==> config.mk <==
export PLATFORM = sky130hd
export DESIGN_NAME = swcb_div
export DESIGN_NICKNAME = d
export VERILOG_FILES = /design/src/rtl/swcb_pkg.sv /design/src/rtl/swcb_div.sv
export SDC_FILE = /design/constraint.sdc
export NUM_CORES = 1
export LEC_CHECK = 0
export ABC_AREA = 0
export BUFFER_PORTS_ARGS = -buffer_cell sky130_fd_sc_hd__buf_2
export CAP_MARGIN = 20
export CORE_ASPECT_RATIO = 2
export CORE_UTILIZATION = 30
export DETAILED_ROUTE_END_ITERATION = 12
export PLACE_DENSITY = 0.54
export SLEW_MARGIN = 20
export SYNTH_ARGS = -nofsm -noshare
export SYNTH_HDL_FRONTEND = slang
export SYNTH_SLANG_ARGS = --single-unit
export TNS_END_PERCENT = 30
==> constraint.sdc <==
create_clock -name clk_i -period 3.3 [get_ports clk_i]
set_clock_uncertainty 0.2 [all_clocks]
set_input_delay 0.495 -clock clk_i [delete_from_list [all_inputs] [get_ports clk_i]]
set_output_delay 0.495 -clock clk_i [all_outputs]
set_load 0.005 [all_outputs]
==> src/rtl/swcb_pkg.sv <==
`timescale 1ns / 1ps
package swcb_pkg;

  localparam int MAX_BINS = 64;
  localparam int CHANNELS = 512;

  localparam int BIN_W  = (MAX_BINS > 1) ? $clog2(MAX_BINS) : 1;
  localparam int NBIN_W = $clog2(MAX_BINS + 1);
  localparam int CH_W   = (CHANNELS > 1) ? $clog2(CHANNELS) : 1;
  localparam int ADDR_W = BIN_W + CH_W;
  localparam int DEPTH  = MAX_BINS * (2 ** CH_W);

  localparam int LEN_W   = 20;
  localparam int BINS_W  = 7;
  localparam int TIME_W  = 32;
  localparam int CHF_W   = 9;
  localparam int KIND_W  = 2;
  localparam int NB_W    = 34;
  localparam int CNT_W   = 16;
  localparam int SUM_W   = 22;
  localparam int CURB_W  = 6;
  localparam int IN_TDATA_W  = 48;
  localparam int OUT_TDATA_W = 32;

  localparam logic [LEN_W-1:0]  LEN_RESET  = LEN_W'(300);
  localparam logic [BINS_W-1:0] BINS_RESET = BINS_W'(11);

  localparam logic [KIND_W-1:0] KIND_SPIKE = 2'd0;
  localparam logic [KIND_W-1:0] KIND_TIME  = 2'd1;
  localparam logic [KIND_W-1:0] KIND_READ  = 2'd2;

  localparam logic CFG_BIN_LENGTH  = 1'b0;
  localparam logic CFG_BINS_IN_USE = 1'b1;

endpackage

==> src/rtl/swcb_div.sv <==
`timescale 1ns / 1ps
module swcb_div (
  input  logic                      clk_i,
  input  logic                      rst_ni,
  input  logic                      start_i,
  input  logic [swcb_pkg::NB_W-1:0]  num_i,
  input  logic [swcb_pkg::LEN_W-1:0] den_i,
  output logic                      busy_o,
  output logic                      done_o,
  output logic [swcb_pkg::NB_W-1:0]  quo_o,
  output logic [swcb_pkg::LEN_W-1:0] rem_o
);
  import swcb_pkg::*;

  localparam int CW = $clog2(NB_W);

  logic            busy_q, busy_d, done_q, done_d;
  logic [CW-1:0]   cnt_q, cnt_d;
  logic [NB_W-1:0]  quo_q, quo_d;
  logic [LEN_W-1:0] rem_q, rem_d, den_q, den_d;
  logic [LEN_W:0]   trial;
  logic             fits;

  // one quotient bit per cycle, restoring
  always_comb begin
    trial  = {rem_q, quo_q[NB_W-1]};
    fits   = trial >= {1'b0, den_q};
    busy_d = busy_q;
    done_d = 1'b0;
    cnt_d  = cnt_q;
    quo_d  = quo_q;
    rem_d  = rem_q;
    den_d  = den_q;
    if (start_i) begin
      busy_d = 1'b1;
      cnt_d  = '0;
      quo_d  = num_i;
      rem_d  = '0;
      den_d  = den_i;
    end else if (busy_q) begin
      quo_d = {quo_q[NB_W-2:0], fits};
      rem_d = fits ? LEN_W'(trial - {1'b0, den_q}) : LEN_W'(trial);
      cnt_d = cnt_q + CW'(1);
      if (cnt_q == CW'(NB_W - 1)) begin
        busy_d = 1'b0;
        done_d = 1'b1;
      end
    end
  end

  always_ff @(posedge clk_i or negedge rst_ni) begin
    if (!rst_ni) begin
      busy_q <= 1'b0;
      done_q <= 1'b0;
      cnt_q  <= '0;
    end else begin
      busy_q <= busy_d;
      done_q <= done_d;
      cnt_q  <= cnt_d;
    end
  end

  always_ff @(posedge clk_i) begin
    quo_q <= quo_d;
    rem_q <= rem_d;
    den_q <= den_d;
  end

  assign busy_o = busy_q;
  assign done_o = done_q;
  assign quo_o  = quo_q;
  assign rem_o  = rem_q;

`ifndef SYNTH
  a_done_after_busy: assert property (@(posedge clk_i) disable iff (!rst_ni)
    done_q |-> $past(busy_q)) else $error("divider done without work");
  a_rem_below_den: assert property (@(posedge clk_i) disable iff (!rst_ni)
    done_q |-> rem_q < den_q) else $error("divider remainder too large");
  a_no_restart: assert property (@(posedge clk_i) disable iff (!rst_ni)
    (busy_q && !start_i) |=> (busy_q || done_q)) else $error("divider lost its work");
`endif

endmodule

* Word-level counts from Yosys, hierarchy flattened *
Cells that the tools add are included.

word-level totals
  flip-flop bits (word level) = 82
  bits of input ports = 57
  output and inout bits = 56
  word-level logic and storage cells = 22

operators by class
  $add $sub $neg = 2
  order comparisons = 1
  equal/unequal tests = 1
  mux-type cells = 11
  reduce and logical (&&, ||, !) cells = 1

operators by type and width
  kind                 number
  $mux 34              2
  $ge 21x20->1         1
  $mux 20              1
  $sub 20x20->20       1
  $mux 6               2
  $add 6x1->6 const B  1
  $eq 6x6->1 const B   1
  $mux 1               6
  $reduce_bool 2->1    1

* Logic depth before layout (Yosys ltp) *
Gate-level depths: netlist of run 1.

  word-level depth = 4
  mapped depth = 12
  mapped depth without buffers = 11

* Worst setup path before layout of run 1 *
OpenSTA, ideal clock, no wires.

  path kind = reg2reg
  from = reg rem_q[7], in the netlist rem_o[7]
  to = reg rem_q[1], in the netlist rem_o[1]
  setup time = 74 ps
  arrival = 2,362 ps
  data required time = 3,026 ps
  path slack = 664 ps
  cell stages (with the launch flop) = 11
  path buffers = 1
  period minus slack after synthesis = 2,636 ps
  cells stage by stage = dfxtp_1 ha_1 a21o_1 a21oi_2 o21a_1 o31ai_2 a31o_4 a211oi_2 buf_6 mux2_2 o21ai_0

on the way
  cells in the longest elaborated chain, start to end = 2

RTL lines
  item                      RTL line        text
  start: declaration        swcb_div.sv:20  logic [LEN_W-1:0] rem_q, rem_d, den_q, den_d;
  start signal: assignment  swcb_div.sv:65  rem_q <= rem_d;
  $ge 21x20->1              swcb_div.sv:27  fits = trial >= {1'b0, den_q};
  $mux 20                   swcb_div.sv:42  rem_d = fits ? LEN_W'(trial - {1'b0, den_q}) : LEN_W'(trial);

No other way between the ends.
A chain may end at the register's enable or synchronous reset.

* Final worst setup path of run 1 *
  from = reg den_q[8]
  to = reg rem_q[2], in the netlist rem_o[2]

on the way
  cells in the longest elaborated chain, start to end = 2

RTL lines
  item                      RTL line        text
  start: declaration        swcb_div.sv:20
  start signal: assignment  swcb_div.sv:66  den_q <= den_d;
  $ge 21x20->1              swcb_div.sv:27
  $mux 20                   swcb_div.sv:42

No other way between the ends.

==> impl_metrics.csv, run 1 <==
group,metric,value,unit
power,leakagePower,2.472,nW
status,status,"completed",
sta,min_period_over_period,0.8976,
drt,drt-total-wl,10710,um
sta,rsz0062_at_grt,"no",
drt,drc,0,
place,io_buffers,112,
synth,netlist_area,4348,um^2
critical_path,cp.arrival,2.96,ns
floorplanning,rows,61,
global_route,grt_pass1_wl,16460,um
critical_path,critPathTopFamily,"compound AO/OA/AOI/OAI gates",
critical_path,worst-setup-path-type,"reg2reg",
finish,final_area,5456,um^2
synth,async_reset_ff_frac,0.09756,
synth,synth_cell_types,53,
synth,synth_edf_count,54,
place,dp_slack,0.1024,ns
sta,finalMaxSlewViolations,0,
sta,relSlewSlack,0.5592,
critical_path,cpMaxStageDelayCell,"a211oi_4",
drt,first_pass_iters,4,
finish,finalNetCount,579,
sta,setup_tns,0,ns
critical_path,crit_required,3.29,ns
sta,fmax,337.6,MHz
finish,final_common_cell,"buf_2",
power,power.density,498.9,nW/um^2
place,placed_area,5146,um^2
finish,drive_above_1_share,0.3571,
finish,area_growth,25.50,%
drt,viasPerCell,4.778,
floorplanning,io_pins,113,
sta,hold_violations,0,
worst_hold_path,hold_path.class,"in2reg",
synth,synth_warnings,0,
critical_path,critical_path.max_fanout,9,
clock_tree,cts_buffers,9,
critical_path,end_kind,"flop",
synth,yosysTopAreaCell,"edfxtp_1",
sta,timing.final.ws_setup,0.3380,ns
drt,drt-initial-drc-count,108,
drt,postRouteAntennaNets,0,
critical_path,critPathLaunchType,"flop",
finish,final_cell_mix,"112 x buf_2, 54 x edfxtp_1, 35 x nor2_1, 34 x mux2_2, 26 x inv_1",
place,gp_congestion,0.8586,
global_route,grt_max_degree,35,
clock_tree,htreeDepth,3,
floorplanning,core,14040,um^2
floorplanning,start_util,0.3096,
clock_tree,cts-root-buf,"clkbuf_16",
clock_tree,path_clk_slew,0.07,ns
synth,ys_top_cells_by_area,"edfxtp_1 37%, dfxtp_1 9.2%, mux2_2 8.8%",
sta,final.min_clock_period,2.962,ns
synth,synth_cells,377,
job,maxCapViolCount,0,
sta,tightest_slew,0.6611,ns
critical_path,path_cells,"inv_1, ha_1, a21o_1, a21oi_2, o21a_1, o31ai_2, a31o_4, a211oi_4, buf_4, mux2i_1, a211oi_1",
critical_path,slowest_delay,0.44,ns
floorplanning,dieArea,15010,um^2
synth,ys_ff_latch,82,
floorplanning,die_height,172.3,um
sta,finalSetupViolations,0,
synth,avgSynthCellArea,11.53,um^2
finish,fill_cells,1455,
clock_tree,insertion_delay,0.34,ns
global_route,gr-total-overflow,0,
global_route,antenna_found_initial,0,
clock_tree,numClockSinks,82,
drt,wl_per_cell,15.46,um
global_route,grt_pass1_vias,3449,
synth,yosysSeqAreaShare,0.5111,
floorplanning,fp.dieW,87.13,um
global_route,met3_usage,0.03055,
synth,yosys.area.top_type_share,0.3729,
global_route,top_usage_layer,"met2",
finish,n_antenna_cell,0,
critical_path,crit_buf_inv,2,
global_route,grt_use_met1,0.1457,
global_route,groute.usage.overall,0.1461,
finish,fin_util,0.3885,
place,dp_hpwl,8148,um
synth,synth_flop_cell,"edfxtp_1",
clock_tree,tritoncts,"done",
power,ir_drop,0.3502,mV
sta,worst_hold_slack,0.1284,ns
clock_tree,cts_resized,0,
synth,synth_fp_nets,457,
clock_tree,clockBufferDepth,2,
global_route,use_met2,0.2811,
drt,vias,3311,
final timing paths:
path	startpoint	to	slack, ns	cells past startpoint
setup / recovery	den_q[8]$_DFFE_PP_	rem_o[2]$_SDFFE_PP0P_	0.34	11
hold / removal	den_i[12]	den_q[12]$_DFFE_PP_	0.13	1
setup reg to reg	den_q[8]$_DFFE_PP_	rem_o[2]$_SDFFE_PP0P_	0.34	11
max in group asynchronous	rst_ni	cnt_q[1]$_DFFE_PN0P_	2.40	2
hold reg to reg	rem_o[4]$_SDFFE_PP0P_	rem_o[4]$_SDFFE_PP0P_	0.32	2
min in group asynchronous	rst_ni	cnt_q[4]$_DFFE_PN0P_	0.33	2
through the flow:
stage	total power (W)	std cells
after floorplan	0.001594	377
final	0.002722	693
after CTS	0.002753	690
after detailed placement	0.001789	673
after global routing	0.002858	693
after global placement	0.001780	673
cell type report:
class	count	area, um^2	area share
well taps	189	236.5	0.04334
clock inverters	7	52.55	0.009631
clock buffers	9	225.2	0.04127
inverters	26	97.59	0.01789
multi-input cells	253	1947	0.3568
flip-flops and latches	82	2222	0.4072
repair buffers	127	675.6	0.1238
power by group:
| part | internal, W | leakage, nW | switching (W) |
|---|---|---|---|
| Sequential | 0.00119 | 0.824 | 0.0000581 |
| Combinational | 0.000260 | 1.52 | 0.000259 |
| Clock | 0.000517 | 0.133 | 0.000435 |
| Total | 0.00197 | 2.47 | 0.000752 |
metal layers:
| metal | vias to the layer above | wire length, um | share of wire |
|---|---|---|---|
| met5 | - | 0 | 0 |
| li1 | 1628 | - | - |
| met1 | 1594 | 3916 | 0.37 |
| met2 | 75 | 6095 | 0.57 |
| met3 | 14 | 438 | 0.041 |
| met4 | 0 | 261 | 0.024 |
cells in the mapped netlist (2+ instances only):
cell and instances:
and3b_1 2, a21oi_1 15, nand3_1 2, nor3_1 4, inv_1 26, o21ai_0 15
edfxtp_1 54, ha_1 22, buf_1 3, mux2i_1 12, nor2b_1 4, nor2_1 35
xnor2_1 7, a311oi_1 2, xor2_1 10, a211oi_1 14, nand2_1 14, nor4_1 3
o21a_1 6, nand4_1 6, a21boi_0 2, dfxtp_1 20, a21o_1 6, o31ai_1 5
and4_1 2, a22oi_1 4, mux2_2 34, a211o_1 2, clkbuf_1 9, nand2b_1 6
and3_1 2, dfrtp_1 8
repair_timing:
item / in CTS / in global routing
hold buffers: 1 / 0
setup buffers: 0 / 3
hold endpoints to repair: 8 / 0
setup endpoints to repair: 0 / 6
worst register-to-register path: stages (launching register included):
cell and delay (ns):
edfxtp_1 0.37, inv_1 0.07, ha_1 0.27, a21o_1 0.24, a21oi_2 0.15, o21a_1 0.14, o31ai_2 0.09, a31o_4 0.28
a211oi_4 0.44, buf_4 0.28, mux2i_1 0.20, a211oi_1 0.08
kinds of logic after synthesis:
logic type / Yosys count / share of synthesized area
AOI/OAI and AO/OA: 80 / 0.1281
DFF: 82 / 0.5111
buffers and inverters: 42 / 0.04288
and+or+nand+nor: 87 / 0.1002
xor gates and xnor gates: 17 / 0.03424
adders and majority gates: 23 / 0.06791
muxes: 46 / 0.1157
sequential cells by signal, summed over array words and instances, names as in the netlist:
signal	flops
rem_o	20
busy_o	1
cnt_q	6
quo_o	34
done_o	1
den_q	20
No activity file was read; power rests on OpenSTA's default activity.
==> run 2, diff against run 1 <==
CELL_PAD_IN_SITES_DETAIL_PLACEMENT = 0   (was default)
CELL_PAD_IN_SITES_GLOBAL_PLACEMENT = 1   (was default)
PLACE_DENSITY = default   (was 0.54)
PLACE_DENSITY_LB_ADDON = 0.1   (was default)
==> run 2 against run 1 <==
Against the previous run:
- clock-buffer cell count stayed put
- final cell count is 0.29% higher
- critical path depth is 1 lower
- critical path type unchanged
- largest cell class unchanged
- largest power group unchanged
==> impl_metrics.csv, run 2 (synthesized netlist as in run 1, its figures left out) <==
group,metric,value,unit
status,status,"completed",
place,gp_congestion,0.7737,
drt,viasPerCell,4.790,
sta,hold_violations,0,
finish,fill_cells,1452,
global_route,antenna_found_initial,0,
job,maxCapViolCount,0,
critical_path,cp.arrival,2.99,ns
clock_tree,cts_resized,0,
finish,area_growth,25.84,%
worst_hold_path,hold_path.class,"in2reg",
clock_tree,path_clk_slew,0.07,ns
floorplanning,fp.dieW,87.13,um
critical_path,worst-setup-path-type,"reg2reg",
clock_tree,clockBufferDepth,2,
floorplanning,start_util,0.3096,
sta,relSlewSlack,0.5931,
critical_path,end_kind,"flop",
critical_path,critical_path.max_fanout,6,
power,leakagePower,2.475,nW
global_route,grt_pass1_vias,3342,
drt,drt-total-wl,11100,um
finish,layoutNonFillerInstCount,695,
floorplanning,dieArea,15010,um^2
finish,final_cell_mix,"112 x buf_2, 54 x edfxtp_1, 35 x nor2_1, 34 x mux2_2, 26 x inv_1",
finish,finalNetCount,581,
sta,rsz0062_at_grt,"no",
power,power.density,498.2,nW/um^2
finish,fin_util,0.3896,
finish,ff_latch_area,2222,um^2
clock_tree,cts-root-buf,"clkbuf_16",
place,io_buffers,112,
finish,n_antenna_cell,0,
sta,finalSetupViolations,0,
sta,setup_tns,0,ns
drt,postRouteAntennaNets,0,
sta,tightest_slew,0.6104,ns
floorplanning,io_pins,113,
drt,wl_per_cell,15.97,um
drt,drt-initial-drc-count,118,
finish,largest_reg_flops,34,
finish,final_common_cell,"buf_2",
clock_tree,tritoncts,"done",
global_route,groute.usage.overall,0.1540,
global_route,grt_pass1_wl,17300,um
sta,final.min_clock_period,2.929,ns
sta,min_period_over_period,0.8874,
floorplanning,rows,61,
sta,fmax,341.5,MHz
drt,vias,3329,
power,power,0.002726,W
power,ir_drop,0.2305,mV
drt,drc,0,
clock_tree,cts_buffers,9,
floorplanning,die_height,172.3,um
place,dp_hpwl,8495,um
global_route,grt_max_degree,49,
finish,multi_input_area,1947,um^2
sta,finalMaxSlewViolations,0,
place,numPlacedInstances,675,
clock_tree,htreeDepth,3,
global_route,gr-total-overflow,0,
floorplanning,core,14040,um^2
drt,first_pass_iters,4,
critical_path,critPathLaunchType,"flop",
clock_tree,insertion_delay,0.34,ns
critical_path,crit_required,3.37,ns
clock_tree,numClockSinks,82,
finish,drive_above_1_share,0.3636,
[run 2: cell types whose count changed in the layout (fill, tap and decap cells not counted), sizes merged]
cell | previous run | this run
clkinvlp | 1 | 4
buf | 126 | 128
clkinv | 3 | 1
inv | 29 | 28
[run 2: worst paths after layout]
kind | slack [ns] | start | cells after the start | to
worst max-delay path | 0.37 | rem_o[7]$_SDFFE_PP0P_ | 10 | rem_o[1]$_SDFFE_PP0P_
worst min-delay path | 0.13 | den_i[18] | 1 | den_q[18]$_DFFE_PP_
worst max register to register | 0.37 | rem_o[7]$_SDFFE_PP0P_ | 10 | rem_o[1]$_SDFFE_PP0P_
worst min register to register | 0.31 | rem_o[18]$_SDFFE_PP0P_ | 2 | rem_o[18]$_SDFFE_PP0P_
max in group asynchronous | 2.41 | rst_ni | 2 | cnt_q[0]$_DFFE_PN0P_
min in group asynchronous | 0.33 | rst_ni | 2 | busy_o$_DFF_PN0_
[run 2: what timing repair did]
action,CTS,global route
gates cloned,0,0
setup endpoints to repair,1,12
hold buffers,1,0
pin swaps,1,1
hold endpoints to repair,8,0
setup buffers,0,3
[run 2: power by group]
group	switching, W	leakage, nW	internal (W)	total, W
registers	0.0000555	0.824	0.00119	0.00125
logic	0.000261	1.53	0.000263	0.000525
clock network	0.000438	0.124	0.000514	0.000952
[run 2: per-layer routing]
metal  vias to the layer above  share of wire  track usage
li1                       1630              -            -
met1                      1601           0.37       0.1579
met2                        90           0.56       0.2941
met3                         8          0.048      0.03675
met4                         0          0.017      0.05845
met5                         -              0            0
[run 2: area by class of cell]
class / instances / area share
inverter: 26 / 0.01784
tap: 189 / 0.04322
multi-input combinational: 253 / 0.3558
clock buffer: 9 / 0.04116
clock inverter: 7 / 0.009604
timing repair buffer: 129 / 0.1262
sequential: 82 / 0.4061
[run 2: per-stage QoR]
stage          hold slack [ns]  cell area, um^2  setup WS (ns)
4_1_cts                 0.1149             5449       0.002142
2_1_floorplan       -0.0005910             4348         0.6637
3_3_place_gp            0.1509             5161        0.05212
3_5_place_dp            0.1490             5161       0.005673
5_1_grt                 0.1134             5472         0.1860
6_report                0.1307             5472         0.3714
[run 2: worst max-delay path, cell delays in order (launching register included)]
cell and delay, ns:
dfxtp_1 0.33, ha_1 0.37, a21o_1 0.24, a21oi_2 0.15
o21a_1 0.15, o31ai_2 0.09, a31o_4 0.29, a211oi_4 0.38
buf_4 0.20, mux2_2 0.33, o21ai_0 0.12
==> run 3, diff against run 2 <==
CTS_BUF_LIST = sky130_fd_sc_hd__clkbuf_4 sky130_fd_sc_hd__clkbuf_8   (was default)
SKIP_CTS_REPAIR_TIMING = 1   (was default)
==> run 3 against run 2 <==
Against the previous run:
- worst setup slack better by 0.017 ns
- first-iteration DRC count up 45%
- clock-buffer cell count unchanged
- die area unchanged
- maximum frequency up 0.58%
- critical endpoint unchanged
- sequential share of layout area up 0.77 points
- power down 9.7%
==> impl_metrics.csv, run 3 (synthesized netlist as in run 1, its figures left out) <==
group,metric,value,unit
finish,fin_util,0.3824,
finish,n_antenna_cell,0,
critical_path,regToRegStartpoint,"rem_o[7]$_SDFFE_PP0P_",
global_route,antenna_found_initial,0,
place,gp_congestion,0.7737,
drt,wl_per_cell,16.06,um
sta,tightest_slew,0.6157,ns
global_route,grt_pass1_wl,17280,um
drt,drt-initial-drc-count,171,
floorplanning,io_pins,113,
finish,final_cell_mix,"112 x buf_2, 54 x edfxtp_1, 35 x nor2_1, 34 x mux2_2, 26 x inv_1",
sta,timing.final.ws_setup,0.3884,ns
power,ir_drop,0.2082,mV
clock_tree,cts_buffers,9,
sta,relSlewSlack,0.5895,
clock_tree,numClockSinks,82,
sta,final.min_clock_period,2.912,ns
critical_path,cp.arrival,3.01,ns
clock_tree,htreeDepth,3,
place,dp_slack,0.005673,ns
critical_path,worst-setup-path-type,"reg2reg",
clock_tree,path_clk_slew,0.09,ns
floorplanning,core,14040,um^2
drt,postRouteAntennaNets,0,
sta,rsz0062_at_grt,"no",
finish,multi_input_area,1947,um^2
place,placed_area,5161,um^2
floorplanning,rows,61,
power,power.density,458.5,nW/um^2
floorplanning,dieArea,15010,um^2
clock_tree,clockBufferDepth,2,
drt,first_pass_iters,4,
clock_tree,cts-root-buf,"clkbuf_8",
sta,finalMaxSlewViolations,0,
drt,viasPerCell,4.783,
finish,largest_reg_flops,34,
sta,finalSetupViolations,0,
critical_path,end_kind,"flop",
clock_tree,tritoncts,"done",
finish,area_growth,23.51,%
critical_path,reg2reg_slack,0.39,ns
sta,worst_hold_slack,0.1015,ns
finish,final_area,5370,um^2
finish,ff_latch_area,2222,um^2
global_route,grt_max_degree,49,
drt,drc,0,
finish,finalNetCount,581,
drt,vias,3324,
floorplanning,start_util,0.3096,
finish,fill_cells,1461,
critical_path,crit_required,3.39,ns
worst_hold_path,hold_path.class,"in2reg",
sta,fmax,343.5,MHz
floorplanning,fp.dieW,87.13,um
job,maxCapViolCount,0,
power,power,0.002462,W
critical_path,reg2reg_depth,10,
floorplanning,die_height,172.3,um
global_route,groute.usage.overall,0.1541,
critical_path,critPathLaunchType,"flop",
power,leakagePower,2.429,nW
worst_hold_path,hold_start,"den_i[16]",
sta,hold_violations,0,
sta,min_period_over_period,0.8823,
finish,final_common_cell,"buf_2",
drt,drt-total-wl,11160,um
critical_path,path_cells,"ha_1, a21o_1, a21oi_2, o21a_1, o31ai_2, a31o_4, a211oi_4, buf_4, mux2_2, o21ai_0",
critical_path,cpMaxStageDelayCell,"ha_1",
status,status,"completed",
worst_hold_path,min_path_cells,1,
global_route,gr-total-overflow,0,
finish,drive_above_1_share,0.3636,
place,io_buffers,112,
critical_path,slowest_delay,0.37,ns
critical_path,r2r_end,"rem_o[1]$_SDFFE_PP0P_",
global_route,grt_pass1_vias,3336,
place,dp_hpwl,8495,um
worst_hold_path,hold_end,"den_q[16]$_DFFE_PP_",
clock_tree,insertion_delay,0.36,ns
critical_path,critical_path.max_fanout,6,
## run 3: cell counts in the layout (fill, tap and decap cells not counted)
No cell type changed its count.
## run 3: through the flow
step,cells,setup TNS (ns)
2_1_floorplan,377,0
3_3_place_gp,675,0
3_5_place_dp,675,0
4_1_cts,691,-0.01602
5_1_grt,695,0
6_report,695,0
## run 3: per-layer routing
| metal | share of wire | wire length, um | global-route usage |
|---|---|---|---|
| met5 | 0 | 0 | 0 |
| met4 | 0.017 | 191 | 0.05631 |
| met3 | 0.053 | 597 | 0.04105 |
| met2 | 0.56 | 6246 | 0.2937 |
| met1 | 0.37 | 4128 | 0.1567 |
## run 3: worst max-delay path, delay by kind of cell, from the launching register on
family | cells | cell delay (ns)
AOI/OAI and AO/OA | 7 | 1.40
adders and majority gates | 1 | 0.37
DFF | 1 | 0.34
muxes | 1 | 0.33
buffers and inverters | 1 | 0.20
## run 3: area by class of cell
| type | instances | share of cell area |
|---|---|---|
| Sequential cell | 82 | 0.4138 |
| Tap cell | 189 | 0.04404 |
| Multi-Input combinational cell | 253 | 0.3625 |
| Inverter | 26 | 0.01817 |
| Clock inverter | 7 | 0.009786 |
| Clock buffer | 9 | 0.02307 |
| Timing Repair Buffer | 129 | 0.1286 |
## run 3: how the worst max path moves through the flow
| stage | startpoint | to | slack (ns) | cells past startpoint |
|---|---|---|---|---|
| final | rem_o[7]$_SDFFE_PP0P_ | rem_o[1]$_SDFFE_PP0P_ | 0.39 | 10 |
| after global routing | quo_o[33]$_DFFE_PP_ | rem_o[13]$_SDFFE_PP0P_ | 0.19 | 10 |
| after CTS | den_q[8]$_DFFE_PP_ | rem_o[0]$_SDFFE_PP0P_ | -0.02 | 11 |
| after floorplan | rem_o[7]$_SDFFE_PP0P_ | rem_o[1]$_SDFFE_PP0P_ | 0.66 | 10 |
| after global placement | den_q[8]$_DFFE_PP_ | rem_o[8]$_SDFFE_PP0P_ | 0.05 | 11 |
| after detailed placement | den_q[8]$_DFFE_PP_ | rem_o[0]$_SDFFE_PP0P_ | 0.006 | 11 |
## run 3: report_power, final
group,internal [W],switching [W]
registers,0.00119,0.0000553
logic,0.000263,0.000262
clock network,0.000277,0.000412
total,0.00173,0.000730
